--- config.mk ---
export PLATFORM = sky130hd
export DESIGN_NAME = pan_tilt_homing_sequencer_core
export DESIGN_NICKNAME = d
export VERILOG_FILES = /design/src/design/pths_pkg.sv /design/src/design/pths_step.sv /design/src/design/pan_tilt_homing_sequencer_core.sv
export SDC_FILE = /design/constraint.sdc
export NUM_CORES = 1
export LEC_CHECK = 0
export BUFFER_PORTS_ARGS = -buffer_cell sky130_fd_sc_hd__buf_2
export CAP_MARGIN = 10
export CORE_UTILIZATION = 25
export CTS_BUF_LIST = sky130_fd_sc_hd__clkbuf_4 sky130_fd_sc_hd__clkbuf_8 sky130_fd_sc_hd__clkbuf_16
export DETAILED_ROUTE_END_ITERATION = 12
export PLACE_DENSITY = 0.4
export SLEW_MARGIN = 10
export SYNTH_ARGS = -nofsm -noshare
export SYNTH_HDL_FRONTEND = slang
export SYNTH_SLANG_ARGS = --single-unit
--- constraint.sdc ---
create_clock -name clk -period 11 [get_ports clk]
set_input_delay 1.65 -clock clk [delete_from_list [all_inputs] [get_ports clk]]
set_output_delay 1.65 -clock clk [all_outputs]
set_load 0.02 [all_outputs]
--- src/design/pths_pkg.sv ---
// ----------------------------------------------------------------------------
// pths_pkg: shared types and constants of the pan/tilt homing sequencer
// Stage codes, register indexes, reset values and the structs that pass
// between the core and its step logic.
// ----------------------------------------------------------------------------
package pths_pkg;

  localparam int TIME_BITS = 32;

  localparam int IN_TDATA_W  = 72;
  localparam int OUT_TDATA_W = 32;
  localparam int CFG_IDX_W   = 3;
  localparam int CFG_DATA_W  = 16;

  // Stage codes
  localparam logic [3:0] ST_STOP           = 4'd0;
  localparam logic [3:0] ST_PAN_INIT       = 4'd1;
  localparam logic [3:0] ST_PAN_SEEK_STOP  = 4'd2;
  localparam logic [3:0] ST_PAN_SEEK_HALL  = 4'd3;
  localparam logic [3:0] ST_TILT_INIT      = 4'd4;
  localparam logic [3:0] ST_TILT_SEEK_HALL = 4'd5;
  localparam logic [3:0] ST_TILT_FINETUNE  = 4'd6;
  localparam logic [3:0] ST_FINISH         = 4'd7;
  localparam logic [3:0] ST_IDLE           = 4'd8;

  // Configuration register indexes
  localparam logic [CFG_IDX_W-1:0] REG_STALL_PERIOD   = 3'd0;
  localparam logic [CFG_IDX_W-1:0] REG_PAN_STOP_PWM   = 3'd1;
  localparam logic [CFG_IDX_W-1:0] REG_PAN_HALL_PWM   = 3'd2;
  localparam logic [CFG_IDX_W-1:0] REG_TILT_HALL_PWM  = 3'd3;
  localparam logic [CFG_IDX_W-1:0] REG_TILT_FINE_PWM  = 3'd4;
  localparam logic [CFG_IDX_W-1:0] REG_FINETUNE_TIME  = 3'd5;
  localparam logic [CFG_IDX_W-1:0] REG_STALL_REPEAT   = 3'd6;

  // Register reset values
  localparam logic [15:0]       RST_STALL_PERIOD  = 16'd300;
  localparam logic signed [7:0] RST_PAN_STOP_PWM  = -8'sd40;
  localparam logic signed [7:0] RST_PAN_HALL_PWM  = 8'sd43;
  localparam logic signed [7:0] RST_TILT_HALL_PWM = -8'sd40;
  localparam logic signed [7:0] RST_TILT_FINE_PWM = 8'sd25;
  localparam logic [15:0]       RST_FINETUNE_TIME = 16'd1300;
  localparam logic [3:0]        RST_STALL_REPEAT  = 4'd4;

  typedef struct packed {
    logic [15:0]       stall_sample_period_ms;
    logic signed [7:0] pan_seek_stop_pwm;
    logic signed [7:0] pan_seek_hall_pwm;
    logic signed [7:0] tilt_seek_hall_pwm;
    logic signed [7:0] tilt_finetune_pwm;
    logic [15:0]       finetune_time_ms;
    logic [3:0]        stall_repeat_count;
  } cfg_t;

  typedef struct packed {
    logic [3:0]           stage;
    logic [TIME_BITS-1:0] mark_time;
    logic [15:0]          last_encoder;
    logic [3:0]           stall_count;
    logic                 slew_flag;
    logic                 bounds_flag;
    logic                 done_flag;
  } seq_state_t;

  typedef struct packed {
    logic                 restart;
    logic [TIME_BITS-1:0] now_ms;
    logic signed [15:0]   pan_encoder;
    logic signed [7:0]    tilt_pwm_now;
    logic signed [7:0]    pan_pwm_now;
    logic                 tilt_hall;
    logic                 pan_hall;
  } tick_t;

  typedef struct packed {
    logic              tilt_pwm_write;
    logic signed [7:0] tilt_pwm_cmd;
    logic              pan_pwm_write;
    logic signed [7:0] pan_pwm_cmd;
    logic              pan_encoder_taken;
    logic              slew_on;
    logic              bounds_on;
    logic              homed;
    logic [3:0]        stage_now;
    logic              finished;
  } result_t;

endpackage

--- src/design/pths_step.sv ---
// ----------------------------------------------------------------------------
// pths_step: one control tick of the homing sequence
// Combinational next-state and command logic for a single tick.
// ----------------------------------------------------------------------------
module pths_step
  import pths_pkg::*;
(
  input  cfg_t       cfg,
  input  seq_state_t st,
  input  tick_t      tick,
  output seq_state_t st_nxt,
  output result_t    res
);

  logic [TIME_BITS-1:0] elapsed;
  logic [3:0]           stall_inc;
  logic [3:0]           stage_in;
  logic                 bounds_in;

  assign elapsed   = tick.now_ms - st.mark_time;
  assign stall_inc = st.stall_count + 4'd1;
  // restart forces the stop stage and drops bounds before the tick
  assign stage_in  = tick.restart ? ST_STOP : st.stage;
  assign bounds_in = tick.restart ? 1'b0 : st.bounds_flag;

  always_comb begin
    st_nxt             = st;
    st_nxt.bounds_flag = bounds_in;
    st_nxt.stage       = stage_in;
    res                = '0;

    case (stage_in)
      ST_STOP: begin
        res.tilt_pwm_write = 1'b1;
        res.pan_pwm_write  = 1'b1;
        if (tick.tilt_pwm_now == 8'sd0 && tick.pan_pwm_now == 8'sd0) begin
          st_nxt.done_flag    = 1'b0;
          st_nxt.last_encoder = '0;
          st_nxt.slew_flag    = 1'b0;
          st_nxt.bounds_flag  = 1'b0;
          st_nxt.stage        = ST_PAN_INIT;
        end
      end
      ST_PAN_INIT: begin
        res.pan_pwm_write     = 1'b1;
        res.pan_pwm_cmd       = cfg.pan_seek_stop_pwm;
        res.pan_encoder_taken = 1'b1;
        st_nxt.last_encoder   = tick.pan_encoder;
        st_nxt.stall_count    = '0;
        st_nxt.stage          = ST_PAN_SEEK_STOP;
      end
      ST_PAN_SEEK_STOP: begin
        if (elapsed >= {{(TIME_BITS-16){1'b0}}, cfg.stall_sample_period_ms}) begin
          st_nxt.mark_time      = tick.now_ms;
          res.pan_encoder_taken = 1'b1;
          if (tick.pan_encoder != st.last_encoder) begin
            st_nxt.last_encoder = tick.pan_encoder;
            st_nxt.stall_count  = '0;
          end else begin
            st_nxt.stall_count = stall_inc;
            if (stall_inc >= cfg.stall_repeat_count) begin
              res.pan_pwm_write = 1'b1;
              res.pan_pwm_cmd   = cfg.pan_seek_hall_pwm;
              st_nxt.stage      = ST_PAN_SEEK_HALL;
            end
          end
        end
      end
      ST_PAN_SEEK_HALL: begin
        if (tick.pan_hall) begin
          res.pan_pwm_write = 1'b1;
          st_nxt.stage      = ST_TILT_INIT;
        end
      end
      ST_TILT_INIT: begin
        res.tilt_pwm_write = 1'b1;
        res.tilt_pwm_cmd   = cfg.tilt_seek_hall_pwm;
        st_nxt.stage       = ST_TILT_SEEK_HALL;
      end
      ST_TILT_SEEK_HALL: begin
        if (tick.tilt_hall) begin
          st_nxt.slew_flag   = 1'b1;
          res.tilt_pwm_write = 1'b1;
          res.tilt_pwm_cmd   = cfg.tilt_finetune_pwm;
          st_nxt.mark_time   = tick.now_ms;
          st_nxt.stage       = ST_TILT_FINETUNE;
        end
      end
      ST_TILT_FINETUNE: begin
        if (elapsed >= {{(TIME_BITS-16){1'b0}}, cfg.finetune_time_ms}) begin
          st_nxt.slew_flag   = 1'b0;
          res.tilt_pwm_write = 1'b1;
          st_nxt.stage       = ST_FINISH;
        end
      end
      ST_FINISH: begin
        res.finished       = 1'b1;
        st_nxt.slew_flag   = 1'b1;
        st_nxt.bounds_flag = 1'b1;
        st_nxt.done_flag   = 1'b1;
        st_nxt.stage       = ST_IDLE;
      end
      default: begin
        st_nxt.stage = ST_IDLE;
      end
    endcase

    res.slew_on   = st_nxt.slew_flag;
    res.bounds_on = st_nxt.bounds_flag;
    res.homed     = st_nxt.done_flag;
    res.stage_now = st_nxt.stage;
  end

endmodule

--- src/design/pan_tilt_homing_sequencer_core.sv ---
// ----------------------------------------------------------------------------
// pan_tilt_homing_sequencer_core: pan/tilt calibration sequencer
// Takes one control tick per transfer and returns one command/status
// transfer per tick.
// ----------------------------------------------------------------------------
// Path: the input register captures the tick at its transfer, and the step
//   logic feeds the result register from that held tick; the result
//   register then drives out_tvalid and out_tdata.
// Throughput: one tick per cycle while out_tready is high; the result
//   register frees the input side as soon as its result is taken.
// Reset (rst_n low, synchronous): stage idle, slew on, bounds and homed off,
//   timers and counters cleared, registers at their default values.
module pan_tilt_homing_sequencer_core
  import pths_pkg::*;
(
  input  logic                   clk,
  input  logic                   rst_n,
  // configuration write port
  input  logic                   cfg_we,
  input  logic [CFG_IDX_W-1:0]   cfg_index,
  input  logic [CFG_DATA_W-1:0]  cfg_data,
  // tick input
  input  logic                   in_tvalid,
  output logic                   in_tready,
  // in_tdata, LSB up: restart[0], now_ms[32:1], pan_encoder[48:33],
  //   tilt_pwm_now[56:49], pan_pwm_now[64:57], tilt_hall[65], pan_hall[66]
  input  logic [IN_TDATA_W-1:0]  in_tdata,
  // result output
  output logic                   out_tvalid,
  input  logic                   out_tready,
  // out_tdata, LSB up: tilt_pwm_write[0], tilt_pwm_cmd[8:1], pan_pwm_write[9],
  //   pan_pwm_cmd[17:10], pan_encoder_taken[18], slew_on[19], bounds_on[20],
  //   homed[21], stage_now[25:22], finished[26]
  output logic [OUT_TDATA_W-1:0] out_tdata
);

  cfg_t       cfg_r;
  seq_state_t state_r;
  seq_state_t state_nxt;
  tick_t      tick_r;
  tick_t      tick_in;
  result_t    res_nxt;
  result_t    res_r;
  logic       in_valid_r;
  logic       out_valid_r;
  logic       advance;

  // Unpack the incoming transfer
  assign tick_in.restart      = in_tdata[0];
  assign tick_in.now_ms       = in_tdata[32:1];
  assign tick_in.pan_encoder  = in_tdata[48:33];
  assign tick_in.tilt_pwm_now = in_tdata[56:49];
  assign tick_in.pan_pwm_now  = in_tdata[64:57];
  assign tick_in.tilt_hall    = in_tdata[65];
  assign tick_in.pan_hall     = in_tdata[66];

  // Move the held tick into the result register when that register is
  // empty or being drained this cycle.
  assign advance   = in_valid_r && (!out_valid_r || out_tready);
  assign in_tready = !in_valid_r || advance;

  // Configuration registers: the user must write them only while the sequencer is quiet; the core does not enforce it
  always_ff @(posedge clk) begin
    if (!rst_n) begin
      cfg_r.stall_sample_period_ms <= RST_STALL_PERIOD;
      cfg_r.pan_seek_stop_pwm      <= RST_PAN_STOP_PWM;
      cfg_r.pan_seek_hall_pwm      <= RST_PAN_HALL_PWM;
      cfg_r.tilt_seek_hall_pwm     <= RST_TILT_HALL_PWM;
      cfg_r.tilt_finetune_pwm      <= RST_TILT_FINE_PWM;
      cfg_r.finetune_time_ms       <= RST_FINETUNE_TIME;
      cfg_r.stall_repeat_count     <= RST_STALL_REPEAT;
    end else if (cfg_we) begin
      case (cfg_index)
        REG_STALL_PERIOD:  cfg_r.stall_sample_period_ms <= cfg_data;
        REG_PAN_STOP_PWM:  cfg_r.pan_seek_stop_pwm      <= cfg_data[7:0];
        REG_PAN_HALL_PWM:  cfg_r.pan_seek_hall_pwm      <= cfg_data[7:0];
        REG_TILT_HALL_PWM: cfg_r.tilt_seek_hall_pwm     <= cfg_data[7:0];
        REG_TILT_FINE_PWM: cfg_r.tilt_finetune_pwm      <= cfg_data[7:0];
        REG_FINETUNE_TIME: cfg_r.finetune_time_ms       <= cfg_data;
        REG_STALL_REPEAT:  cfg_r.stall_repeat_count     <= cfg_data[3:0];
        default: begin
          // drop writes to unused indexes
        end
      endcase
    end
  end

  // Input register: hold the tick until it can step the sequence
  always_ff @(posedge clk) begin
    if (!rst_n) begin
      in_valid_r <= 1'b0;
    end else if (in_tready) begin
      in_valid_r <= in_tvalid;
    end
  end

  always_ff @(posedge clk) begin
    if (in_tvalid && in_tready) begin
      tick_r <= tick_in;
    end
  end

  // Step logic for one tick
  pths_step u_step (
    .cfg    (cfg_r),
    .st     (state_r),
    .tick   (tick_r),
    .st_nxt (state_nxt),
    .res    (res_nxt)
  );

  // Sequence state: advance only when the tick's result is captured
  always_ff @(posedge clk) begin
    if (!rst_n) begin
      state_r.stage        <= ST_IDLE;
      state_r.mark_time    <= '0;
      state_r.last_encoder <= '0;
      state_r.stall_count  <= '0;
      state_r.slew_flag    <= 1'b1;
      state_r.bounds_flag  <= 1'b0;
      state_r.done_flag    <= 1'b0;
    end else if (advance) begin
      state_r <= state_nxt;
    end
  end

  // Result register
  always_ff @(posedge clk) begin
    if (!rst_n) begin
      out_valid_r <= 1'b0;
    end else if (advance) begin
      out_valid_r <= 1'b1;
    end else if (out_tready) begin
      out_valid_r <= 1'b0;
    end
  end

  always_ff @(posedge clk) begin
    if (advance) begin
      res_r <= res_nxt;
    end
  end

  assign out_tvalid = out_valid_r;
  assign out_tdata  = {5'd0,
                       res_r.finished,
                       res_r.stage_now,
                       res_r.homed,
                       res_r.bounds_on,
                       res_r.slew_on,
                       res_r.pan_encoder_taken,
                       res_r.pan_pwm_cmd,
                       res_r.pan_pwm_write,
                       res_r.tilt_pwm_cmd,
                       res_r.tilt_pwm_write};

  // --------------------------------------------------------------------------
  // Assertions
  // --------------------------------------------------------------------------

  // The finish tick always leaves the head homed, bounded and idle
  a_finish_homed : assert property (@(posedge clk) disable iff (!rst_n)
    out_valid_r && res_r.finished |->
      res_r.homed && res_r.bounds_on && res_r.slew_on && res_r.stage_now == ST_IDLE)
    else $error("finish pulse without homed idle status");

  // A command value without its write flag must read as zero
  a_cmd_quiet : assert property (@(posedge clk) disable iff (!rst_n)
    out_valid_r |->
      (res_r.tilt_pwm_write || res_r.tilt_pwm_cmd == 8'sd0) &&
      (res_r.pan_pwm_write || res_r.pan_pwm_cmd == 8'sd0))
    else $error("PWM command value without write flag");

  // A stalled result must freeze the sequence state
  a_state_hold : assert property (@(posedge clk) disable iff (!rst_n)
    out_valid_r && !out_tready |=> $stable(state_r))
    else $error("sequence state moved while result was stalled");

endmodule

==> results.py <==
metrics = {
    "power_and_ir_drop": {
        "p_leak_uw": 0.00512,
        "ir_worst_vdd_mv": 0.108,
        "finalPower_uw": 2020,
        "power_density_mw_per_mm2": 149,
    },
    "critical_path": {
        "required_ns": 11.39,
        "setup.worst_path.start_class": "flop",
        "critPathBufInv": 0,
        "endpoint_kind": "flop",
        "crit_slowest_cell": "a31oi_2",
        "critPathKind": "flop to flop",
        "crit_family": "compound AO/OA/AOI/OAI gates",
        "path_cells": "ha_1, o211ai_2, a21oi_1, nor2_1, o21ai_0, a21o_1, a21oi_1, xnor2_1, ha_1, a2111oi_0, o211ai_1, a41oi_1, a31oi_1, a31oi_2, o22ai_1",
        "cp_slowest_stage_delay_ns": 0.78,
        "worstPathArrival_ns": 5.59,
        "cp_max_fo": 16,
    },
    "logic_synthesis": {
        "synth_cell_types": 76,
        "synthTopCellsByArea": "edfxtp_1 24%, dfxtp_1 22%, nand2_1 8.0%",
        "synthXorXnorAreaFrac_pct": 2.96,
        "yosys.area.top_type": "edfxtp_1",
        "synth_compound_area_share_pct": 15.3,
        "synth_area_per_cell_um2": 9.18,
        "synth_top_area_share_pct": 24.5,
        "synth_top_family_by_area": "simple AND/OR/NAND/NOR gates",
        "async_flop_share_pct": 0,
        "synthMuxAreaShare_pct": 3.21,
        "yosysWarnings": 0,
        "yosys.area_share.adder_pct": 7.55,
        "ys_ff_latch": 223,
        "synth_ff_type": "dfxtp_1",
        "synth_edf_count": 94,
        "yosys.area_share.simple_pct": 18.1,
        "seq_area_frac_synth_pct": 46.9,
        "syn_inst": 1256,
        "netlist_area_mm2": 0.0115,
    },
    "place": {
        "port_buffers": 119,
        "dp_hpwl_um": 22400,
        "gp_congestion": 0.787,
    },
    "cells_and_area": {
        "drive_above_1_share_pct": 14.1,
        "diodes": 0,
        "area.sequential_mm2": 0.00541,
        "syn_to_final_growth_pct": 17.8,
        "finalNetCount": 1522,
        "fill_cells": 4836,
        "multi_input_area_mm2": 0.00546,
    },
    "global_route": {
        "grt_pass1_wl_um": 49500,
        "grt_pass1_vias": 8660,
        "grt.total_usage_pct": 13.4,
        "grt_max_degree": 97,
        "antenna_found_initial": 0,
        "overflow": 0,
    },
    "die": {
        "start_util_pct": 25.4,
        "num_rows": 78,
        "ioPinCount": 130,
        "die_y_um": 217,
        "dieWidth_um": 217,
        "die-area_mm2": 0.0470,
        "core_mm2": 0.0455,
    },
    "clock_network": {
        "cts-root-buf": "clkbuf_16",
        "cts_made_buffers": 27,
        "clkTransAtPathRegs_ns": 0.06,
        "cts_resized": 0,
        "clock_sinks": 223,
        "clock_latency_ns": 0.56,
        "ctsHoldBuffers": 0,
        "postCtsSetupBuffers": 0,
        "htree_levels": 1,
        "cts_tree": "built",
        "clockBufferDepth": 3,
    },
    "run_status": {
        "status": "complete, no violations",
    },
    "timing": {
        "final-hold-violation-count": 0,
        "post-route-period-util_pct": 47.2,
        "layout_min_cycle_time_ns": 5.20,
        "skew_ns": 0.00949,
        "fin_tns_setup_ns": 0,
        "drv_slew": 0,
        "relSlewSlack_pct": 19.6,
        "holdWs_ns": 0.454,
        "worst_pin_slew_ns": 1.20,
        "finalSetupViolCount": 0,
        "fmax_ghz": 0.192,
        "rsz0062_at_grt": "no",
    },
    "drt": {
        "wl_um": 31200,
        "via_per_inst": 4.53,
        "firstDrtPassIters": 5,
        "post-route-drc-count": 0,
        "drtIter0Drc": 414,
        "drt-wirelength-per-cell_um": 15.8,
        "via_count": 8963,
        "antenna_left": 0,
    },
    "job": {
        "drv_cap": 0,
    },
    "hold_path": {
        "min_path_type": "flop to flop",
    },
}
[sequential cells by signal, summed over array words and instances, names as in the netlist]
name        cells
cfg_r          68
in_valid_r      1
out_tdata      27
out_tvalid      1
state_r        59
tick_r         67
[cell usage after synthesis (3+ instances only)]
library cell  count
a2111oi_0         4
a211oi_1          3
a21boi_0          4
a21o_1           16
a21oi_1          99
a21oi_2           3
a22o_1           17
a31oi_1           5
and2_1            6
and3_1            5
buf_2             8
buf_4             5
buf_6             4
clkbuf_1         39
dfxtp_1         129
edfxtp_1         94
ha_1             68
inv_1           110
mux2i_1          37
nand2_1         245
nand2b_1         22
nand3_1          36
nand3b_1          7
nand4_1          20
nand4b_1          4
nor2_1           47
nor2b_1          13
nor3_1           15
nor4_1           11
o211ai_1         17
o21a_1            8
o21ai_0          35
o21ai_1           5
o221ai_1          3
o22ai_1          22
or3_1             4
xnor2_1          30
xor2_1            9
[through the flow]
| stage | area (µm²) | setup slack [ns] | util (%) | std cells |
|---|---|---|---|---|
| after detailed placement | 12700 | 5.75 | 27.9 | 1928 |
| after CTS | 13600 | 5.69 | 29.9 | 1978 |
| final | 13600 | 5.80 | 29.9 | 1978 |
| after global routing | 13600 | 5.32 | 29.9 | 1978 |
| after global placement | 12700 | 5.76 | 27.9 | 1928 |
| after floorplan | 11500 | 7.05 | - | 1260 |
[cell usage in the layout, fill, tap and decap left out, types with 17 or more instances in the layout]
| master | Yosys | final |
|---|---|---|
| a21oi_1 | 99 | 99 |
| buf_2 | 8 | 119 |
| clkbuf_16 | 0 | 27 |
| dfxtp_1 | 129 | 129 |
| edfxtp_1 | 94 | 94 |
| ha_1 | 68 | 68 |
| inv_1 | 110 | 109 |
| mux2i_1 | 37 | 37 |
| nand2_1 | 245 | 245 |
| nand2b_1 | 22 | 22 |
| nand3_1 | 36 | 36 |
| nand4_1 | 20 | 20 |
| nor2_1 | 47 | 47 |
| o211ai_1 | 17 | 17 |
| o21ai_0 | 35 | 35 |
| o22ai_1 | 22 | 22 |
| xnor2_1 | 30 | 30 |
[power breakdown]
part	switching (µW)	internal (µW)
registers	14.9	892
clock network	369	531
logic	134	76.2
total	518	1500
[worst reg2reg max path, stage by stage (launching register included)]
cell and delay, ns:
edfxtp_1 0.40, ha_1 0.38, o211ai_2 0.11, a21oi_1 0.39, nor2_1 0.16, o21ai_0 0.30
a21o_1 0.16, a21oi_1 0.07, xnor2_1 0.32, ha_1 0.32, a2111oi_0 0.45, o211ai_1 0.19
a41oi_1 0.61, a31oi_1 0.19, a31oi_2 0.78, o22ai_1 0.20
[kinds of logic (layout without fill, tap and decap cells)]
| logic type | after synthesis | in the layout |
|---|---|---|
| AND/OR/NAND/NOR | 450 | 450 |
| AO/OA/AOI/OAI | 269 | 269 |
| flip-flops | 223 | 223 |
| buffers and inverters | 168 | 286 |
| adder cells (fa/ha/maj) | 69 | 69 |
| XOR/XNOR | 39 | 39 |
| multiplexers | 37 | 37 |
| other | 1 | 5 |
[final cells by class]
class | instances | area share, %
inverters | 110 | 3.04
flip-flops and latches | 223 | 39.8
clock inverters | 15 | 1.12
clock buffers | 35 | 5.51
repair buffers | 126 | 4.77
well taps | 600 | 5.53
multi-input cells | 869 | 40.2
[path summary, 6_finish.rpt]
kind                    from     endpoint  slack [ns]  cells after the start
setup / recovery  tick_r[38]  state_r[14]        5.80                     15
hold / removal     cfg_r[64]    cfg_r[64]        0.45                      2
hold reg to reg    cfg_r[64]    cfg_r[64]        0.45                      2
setup reg to reg  tick_r[38]  state_r[14]        5.80                     15
[per-layer routing]
metal / up-vias / wire length, µm / global-route usage [%]
met4: 0 / 575 / 3.62
met5: - / 0 / 0
met3: 30 / 1090 / 1.93
met2: 129 / 14100 / 21.4
met1: 4186 / 15400 / 18.7
li1: 4618 / - / -
(Power assumes the default switching activity.)
